$ cat src/rtl/cfsd_pkg.sv
// shared constants and types for the cached feature stream decoder
package cfsd_pkg;

	// index arithmetic width (16 to 32); the sum wraps at this many bits
	localparam int IndexBits = 32;

	// varint layout
	localparam int GroupBits = 7;
	localparam int MaxGroups = 5;
	localparam int AccBits   = GroupBits * MaxGroups;
	localparam int CntBits   = $clog2(MaxGroups + 1);

	// explicit value is four bytes, the last one completes the feature
	localparam int ValueBytes   = 4;
	localparam int ValueCntBits = $clog2(ValueBytes);
	localparam int ValueAccBits = 8 * (ValueBytes - 1);

	// value kind codes carried on the output tuser
	typedef enum logic [1:0] {
		KIND_PLUS_ONE  = 2'd0,
		KIND_MINUS_ONE = 2'd1,
		KIND_FLOAT     = 2'd2
	} value_kind_t;

endpackage

$ cat src/rtl/cached_feature_stream_decoder_unit.sv
// top level: byte-serial varint feature decoder with a registered result stage
//
// channel  | direction | tdata                          | tuser
// s_axis   | in        | [7:0] code_byte                | [0] block_start
// m_axis   | out       | [31:0] feature_index,          | [1:0] value_kind
//          |           | [63:32] value_bits             |
// cfg      | in        | cfg_wdata = index_mask, cfg_we | -
//
// one byte is taken per cycle while s_axis_tready is high; the whole decode of a
// byte is one combinational pass from the decoder state into the result register,
// so a result appears in the cycle after the byte that completes a feature.
// s_axis_tready drops only while a result is held and m_axis_tready is low.
// after reset the index mask is all ones and all decoder state is clear.
module cached_feature_stream_decoder_unit (
	input  logic        clk,
	input  logic        arst_n,
	input  logic        s_axis_tvalid,
	output logic        s_axis_tready,
	input  logic [7:0]  s_axis_tdata,   // [7:0] code_byte
	input  logic        s_axis_tuser,   // [0] block_start
	output logic        m_axis_tvalid,
	input  logic        m_axis_tready,
	output logic [63:0] m_axis_tdata,   // [31:0] feature_index, [63:32] value_bits
	output logic [1:0]  m_axis_tuser,   // [1:0] value_kind
	input  logic        cfg_we,
	input  logic [31:0] cfg_wdata
);
	import cfsd_pkg::*;

	// decoder state
	logic [31:0]             index_mask_q;
	logic [AccBits-1:0]      varint_acc_q;
	logic [CntBits-1:0]      varint_cnt_q;
	logic                    reading_value_q;
	logic [ValueCntBits-1:0] value_cnt_q;
	logic [ValueAccBits-1:0] value_acc_q;
	logic [31:0]             pending_index_q;
	logic [IndexBits-1:0]    prev_index_q;

	// result register
	logic        out_valid_s1;
	logic [31:0] out_index_s1;
	logic [31:0] out_bits_s1;
	value_kind_t out_kind_s1;

	// state seen by this beat, after a block start has cleared it
	logic [AccBits-1:0]      acc_eff;
	logic [CntBits-1:0]      cnt_eff;
	logic                    reading_eff;
	logic [ValueCntBits-1:0] vcnt_eff;
	logic [ValueAccBits-1:0] vacc_eff;
	logic [IndexBits-1:0]    prev_eff;

	// next state and result
	logic [AccBits-1:0]      acc_nxt;
	logic [CntBits-1:0]      cnt_nxt;
	logic                    reading_nxt;
	logic [ValueCntBits-1:0] vcnt_nxt;
	logic [ValueAccBits-1:0] vacc_nxt;
	logic [IndexBits-1:0]    prev_nxt;
	logic [31:0]             pending_nxt;
	logic                    emit;
	value_kind_t             kind_nxt;
	logic [31:0]             bits_nxt;

	// helpers
	logic [5:0]           acc_shift;
	logic [AccBits-1:0]   acc_grown;
	logic [31:0]          zz;
	logic [31:0]          delta;
	logic [IndexBits-1:0] idx_sum;
	logic                 accept;

	assign accept        = s_axis_tvalid && s_axis_tready;
	assign s_axis_tready = !out_valid_s1 || m_axis_tready;

	// block start clears the index and any partial feature
	always_comb begin
		if (s_axis_tuser) begin
			acc_eff     = '0;
			cnt_eff     = '0;
			reading_eff = 1'b0;
			vcnt_eff    = '0;
			vacc_eff    = '0;
			prev_eff    = '0;
		end else begin
			acc_eff     = varint_acc_q;
			cnt_eff     = varint_cnt_q;
			reading_eff = reading_value_q;
			vcnt_eff    = value_cnt_q;
			vacc_eff    = value_acc_q;
			prev_eff    = prev_index_q;
		end
	end

	// varint accumulation, saturating at the last group
	always_comb begin
		acc_shift = 6'(cnt_eff) * 6'(GroupBits);
		acc_grown = acc_eff;
		if (cnt_eff < CntBits'(MaxGroups)) begin
			acc_grown = acc_eff | (AccBits'(s_axis_tdata[GroupBits-1:0]) << acc_shift);
		end
	end

	// zigzag decode of the delta and the wrapped index sum
	always_comb begin
		zz      = acc_grown[33:2];
		delta   = (zz >> 1) ^ (32'd0 - {31'd0, zz[0]});
		idx_sum = prev_eff + delta[IndexBits-1:0];
	end

	// per-byte decode
	always_comb begin
		acc_nxt     = acc_eff;
		cnt_nxt     = cnt_eff;
		reading_nxt = reading_eff;
		vcnt_nxt    = vcnt_eff;
		vacc_nxt    = vacc_eff;
		prev_nxt    = prev_eff;
		pending_nxt = pending_index_q;
		emit        = 1'b0;
		kind_nxt    = KIND_PLUS_ONE;
		bits_nxt    = '0;
		if (reading_eff) begin
			if (vcnt_eff != ValueCntBits'(ValueBytes - 1)) begin
				vacc_nxt = vacc_eff | (ValueAccBits'(s_axis_tdata) << {vcnt_eff, 3'b000});
				vcnt_nxt = vcnt_eff + 1'b1;
			end else begin
				emit        = 1'b1;
				kind_nxt    = KIND_FLOAT;
				bits_nxt    = {s_axis_tdata, vacc_eff};
				reading_nxt = 1'b0;
				vcnt_nxt    = '0;
				vacc_nxt    = '0;
			end
		end else begin
			if (cnt_eff < CntBits'(MaxGroups)) begin
				cnt_nxt = cnt_eff + 1'b1;
			end
			acc_nxt = acc_grown;
			if (!s_axis_tdata[7]) begin
				// feature word complete
				prev_nxt    = idx_sum;
				pending_nxt = 32'(idx_sum) & index_mask_q;
				acc_nxt     = '0;
				cnt_nxt     = '0;
				if (acc_grown[0]) begin
					emit     = 1'b1;
					kind_nxt = KIND_MINUS_ONE;
				end else if (acc_grown[1]) begin
					reading_nxt = 1'b1;
				end else begin
					emit     = 1'b1;
					kind_nxt = KIND_PLUS_ONE;
				end
			end
		end
	end

	// control state and configuration
	always_ff @(posedge clk or negedge arst_n) begin
		if (!arst_n) begin
			index_mask_q    <= '1;
			varint_acc_q    <= '0;
			varint_cnt_q    <= '0;
			reading_value_q <= 1'b0;
			value_cnt_q     <= '0;
			value_acc_q     <= '0;
			pending_index_q <= '0;
			prev_index_q    <= '0;
			out_valid_s1    <= 1'b0;
		end else begin
			if (cfg_we) begin
				index_mask_q <= cfg_wdata;
			end
			if (accept) begin
				varint_acc_q    <= acc_nxt;
				varint_cnt_q    <= cnt_nxt;
				reading_value_q <= reading_nxt;
				value_cnt_q     <= vcnt_nxt;
				value_acc_q     <= vacc_nxt;
				pending_index_q <= pending_nxt;
				prev_index_q    <= prev_nxt;
				out_valid_s1    <= emit;
			end else if (m_axis_tready) begin
				out_valid_s1 <= 1'b0;
			end
		end
	end

	// result payload, loaded with each emitting beat
	always_ff @(posedge clk) begin
		if (accept && emit) begin
			out_index_s1 <= pending_nxt;
			out_kind_s1  <= kind_nxt;
			out_bits_s1  <= bits_nxt;
		end
	end

	assign m_axis_tvalid = out_valid_s1;
	assign m_axis_tdata  = {out_bits_s1, out_index_s1};
	assign m_axis_tuser  = out_kind_s1;

endmodule

$ cat config.mk
export PLATFORM = sky130hd
export DESIGN_NAME = cached_feature_stream_decoder_unit
export DESIGN_NICKNAME = d
export VERILOG_FILES = /design/src/rtl/cfsd_pkg.sv /design/src/rtl/cached_feature_stream_decoder_unit.sv
export SDC_FILE = /design/constraint.sdc
export NUM_CORES = 1
export LEC_CHECK = 0
export BUFFER_PORTS_ARGS = -buffer_cell sky130_fd_sc_hd__buf_2
export CAP_MARGIN = 10
export CORE_UTILIZATION = 59
export DETAILED_ROUTE_END_ITERATION = 12
export PLACE_DENSITY = 0.76
export SLEW_MARGIN = 20
export SYNTH_ARGS = -nofsm -noshare
export SYNTH_HDL_FRONTEND = slang
export SYNTH_SLANG_ARGS = --single-unit
$ cat constraint.sdc
create_clock -name clk -period 5.55 [get_ports clk]
set_input_delay 0.555 -clock clk [delete_from_list [all_inputs] [get_ports clk]]
set_output_delay 0.555 -clock clk [all_outputs]
set_load 0.005 [all_outputs]
==> flow_summary.yaml <==
critical_path:
  worstPathArrival_ns: 4.59
  cpPeakStageDelay_ns: 0.58
  startpoint_type: "flop"
  cp_top_family: "compound AO/OA/AOI/OAI gates"
  rrSetupSlack_ns: 1.21
  cp_max_fo: 16
  reg2reg_depth: 14
  criticalPathCategory: "flop to flop"
  critPathBufInv: 2
  crit_cells: 14
  crit_required_ns: 5.80
  endpoint_kind: "flop"
  crit_slowest_cell: "o31ai_2"
  path_cells: "o31ai_2, a22o_1, buf_4, xnor2_1, ha_1, inv_1, fa_1, nor2b_1, o2111ai_1, a211o_1, a31oi_4, a31oi_1, xor2_1, o31ai_1"
grt:
  grt_max_degree: 75
  antenna_found_initial: 0
  grt_overflow: 0
  grt_first_pass_wirelength_um: 43100
  grt.total_usage_pct: 27.69
  grt_pass1_vias: 8118
sta:
  rsz0062_at_grt: "no"
  tns_ns: 0
  hold_violations: 0
  timing.fmax_mhz: 230.4
  setup_violations: 0
  final.min_clock_period_ns: 4.340
  worst_slew_pin_slew_ns: 0.9901
  whs_ns: 0.2648
  slew_violations: 0
  skew_ns: 0.01150
  relSlewSlack_pct: 33.84
  period_share_pct: 78.19
  setup_slack_ns: 1.210
run_status:
  status: "completed"
cells_and_area:
  drive_above_1_share_pct: 22.31
  register_area_mm2: 0.006051
  fin_util_pct: 68.70
  area_delta_synth_final_pct: 14.22
  n_antenna_cell: 0
  multi_input_area_mm2: 0.004923
  nFillCells: 1443
  fin_nets: 1197
drt:
  met3_length_um: 1280
  drt_iter0_markers: 731
  vias_per_cell: 6.064
  first_pass_iters: 5
  drcViolationCount: 0
  wl_per_cell_um: 19.28
  totalWireLength_um: 26380
  dr_wl_met2_um: 12040
  ant_nets: 0
  wl_met1_um: 12490
  vias: 8296
  highest_layer: "met4"
logic_synthesis:
  yosysWarnings: 0
  avgSynthCellArea_um2: 10.98
  syn_area_mm2: 0.01125
  ys.flop_type: "dfrtp_1"
  synth_edf_count: 66
  async_flop_share_pct: 70.93
  synth.distinct_cells: 60
  netlist_instances: 1025
  ys_ff_latch: 227
  ys_seq_area_share_pct: 53.78
  syn_nets: 1106
clocking:
  cts_tree: "done"
  cts_buffers: 25
  clkTransAtPathRegs_ns: 0.06
  htreeDepth: 1
  clk_path_buf_depth: 3
  cts_resized: 0
  post_cts_buffers: 0
  worstSkewPairLatency_ns: 0.52
  clock-sinks: 227
  root_buffer: "clkbuf_16"
  hold_buffers: 1
floorplanning:
  start_util_pct: 60.15
  core_area_mm2: 0.01871
  boundaryPins: 114
  rows: 50
  die_w_um: 140.1
  dieArea_mm2: 0.01963
  fp.dieH_um: 140.1
job:
  maxCapViolations: 0
power:
  p_leak_uw: 0.005685
  powerDensity_mw_per_mm2: 441.7
  ir_worst_vdd_mv: 0.2708
min_path:
  hold_depth: 3
  worst_hold_path_type: "primary input to flop"
place:
  dp_hpwl_um: 16890
  io_buffers: 113
  dpl_worst_slack_ns: 1.039
  gp_congestion: 0.8486
-- worst paths after layout --
kind	endpoint	startpoint
setup / recovery	out_index_s1[26]	varint_cnt_q[0]
hold / removal	index_mask_q[26]	cfg_wdata[26]
setup reg to reg	out_index_s1[26]	varint_cnt_q[0]
hold reg to reg	pending_index_q[7]	pending_index_q[7]
max in group asynchronous	prev_index_q[15]	arst_n
min in group asynchronous	value_acc_q[8]	arst_n
-- registers in the layout, summed over array words and instances, names as in the netlist --
name             cells
value_cnt_q          2
out_bits_s1         32
pending_index_q     32
value_acc_q         24
out_index_s1        32
varint_acc_q        34
m_axis_tvalid        1
varint_cnt_q         3
reading_value_q      1
prev_index_q        32
index_mask_q        32
m_axis_tuser         2
-- cells by family (layout without fill, tap and decap cells) --
| logic type | count (synthesis) | in the layout | synth area share [%] |
|---|---|---|---|
| XOR/XNOR | 56 | 56 | 4.359 |
| buffers and inverters | 81 | 190 | 2.769 |
| flip-flops | 227 | 227 | 53.78 |
| AO/OA/AOI/OAI | 297 | 297 | 18.92 |
| adder cells (fa/ha/maj) | 35 | 35 | 3.959 |
| multiplexers | 37 | 37 | 3.692 |
| AND/OR/NAND/NOR | 292 | 292 | 12.52 |
-- tightest hold or removal path, cell delays in order --
cell,delay [ns]
buf_2,0.08
nand2_1,0.04
o21ai_0,0.07
-- metrics by stage --
step	std cells	total power, µW	area, µm²
global placement	1322	4001	12030
CTS	1368	5696	12850
finish	1368	5676	12850
floorplan	1025	3558	11250
global route	1368	5984	12850
detailed placement	1322	4040	12030
-- cell type report --
type                            count  area share [%]
Tap cell                          234           2.278
Multi-Input combinational cell    717           38.31
Sequential cell                   227           47.08
Inverter                           14          0.4089
Timing Repair Buffer              131           5.618
Clock inverter                      6          0.6328
Clock buffer                       39           5.666
-- cells in the mapped netlist (33+ instances only) --
cell | count | area [µm²]
o21ai_1 | 34 | 170.2
mux2_2 | 36 | 405.4
clkbuf_1 | 55 | 206.5
nor2b_1 | 44 | 275.3
ha_1 | 34 | 425.4
and3_1 | 33 | 206.5
dfrtp_1 | 129 | 3228
nand2_1 | 143 | 536.8
edfxtp_1 | 66 | 1982
a22o_1 | 76 | 665.6
a21oi_1 | 38 | 190.2
xnor2_1 | 47 | 411.6
-- layer usage --
| metal | vias to the layer above | GRT usage, % |
|---|---|---|
| met2 | 253 | 43.42 |
| met3 | 45 | 3.624 |
| li1 | 3914 | - |
| met5 | - | 0 |
| met1 | 4084 | 40.95 |
| met4 | 0 | 7.056 |
-- report_power, final --
group          switching (µW)  internal (µW)  leakage, µW  total [µW]
sequential                189           2110      0.00268        2290
clock                     647            989     0.000394        1640
combinational            1030            716      0.00261        1740
-- layout by cell type, fill, tap and decap left out, drive strengths merged, types with 10 or more instances in the layout --
master,n
nor2,26
inv,14
and2,10
clkbuf,39
nand2,144
mux2,36
xnor2,47
dfstp,32
dfrtp,129
o21ai,66
o21a,11
nor2b,44
buf,130
edfxtp,66
a21o,13
and3,33
a22o,76
nand3,11
a21oi,39
a22oi,30
ha,34
o31ai,24
No activity file was read; power rests on OpenSTA's default activity.
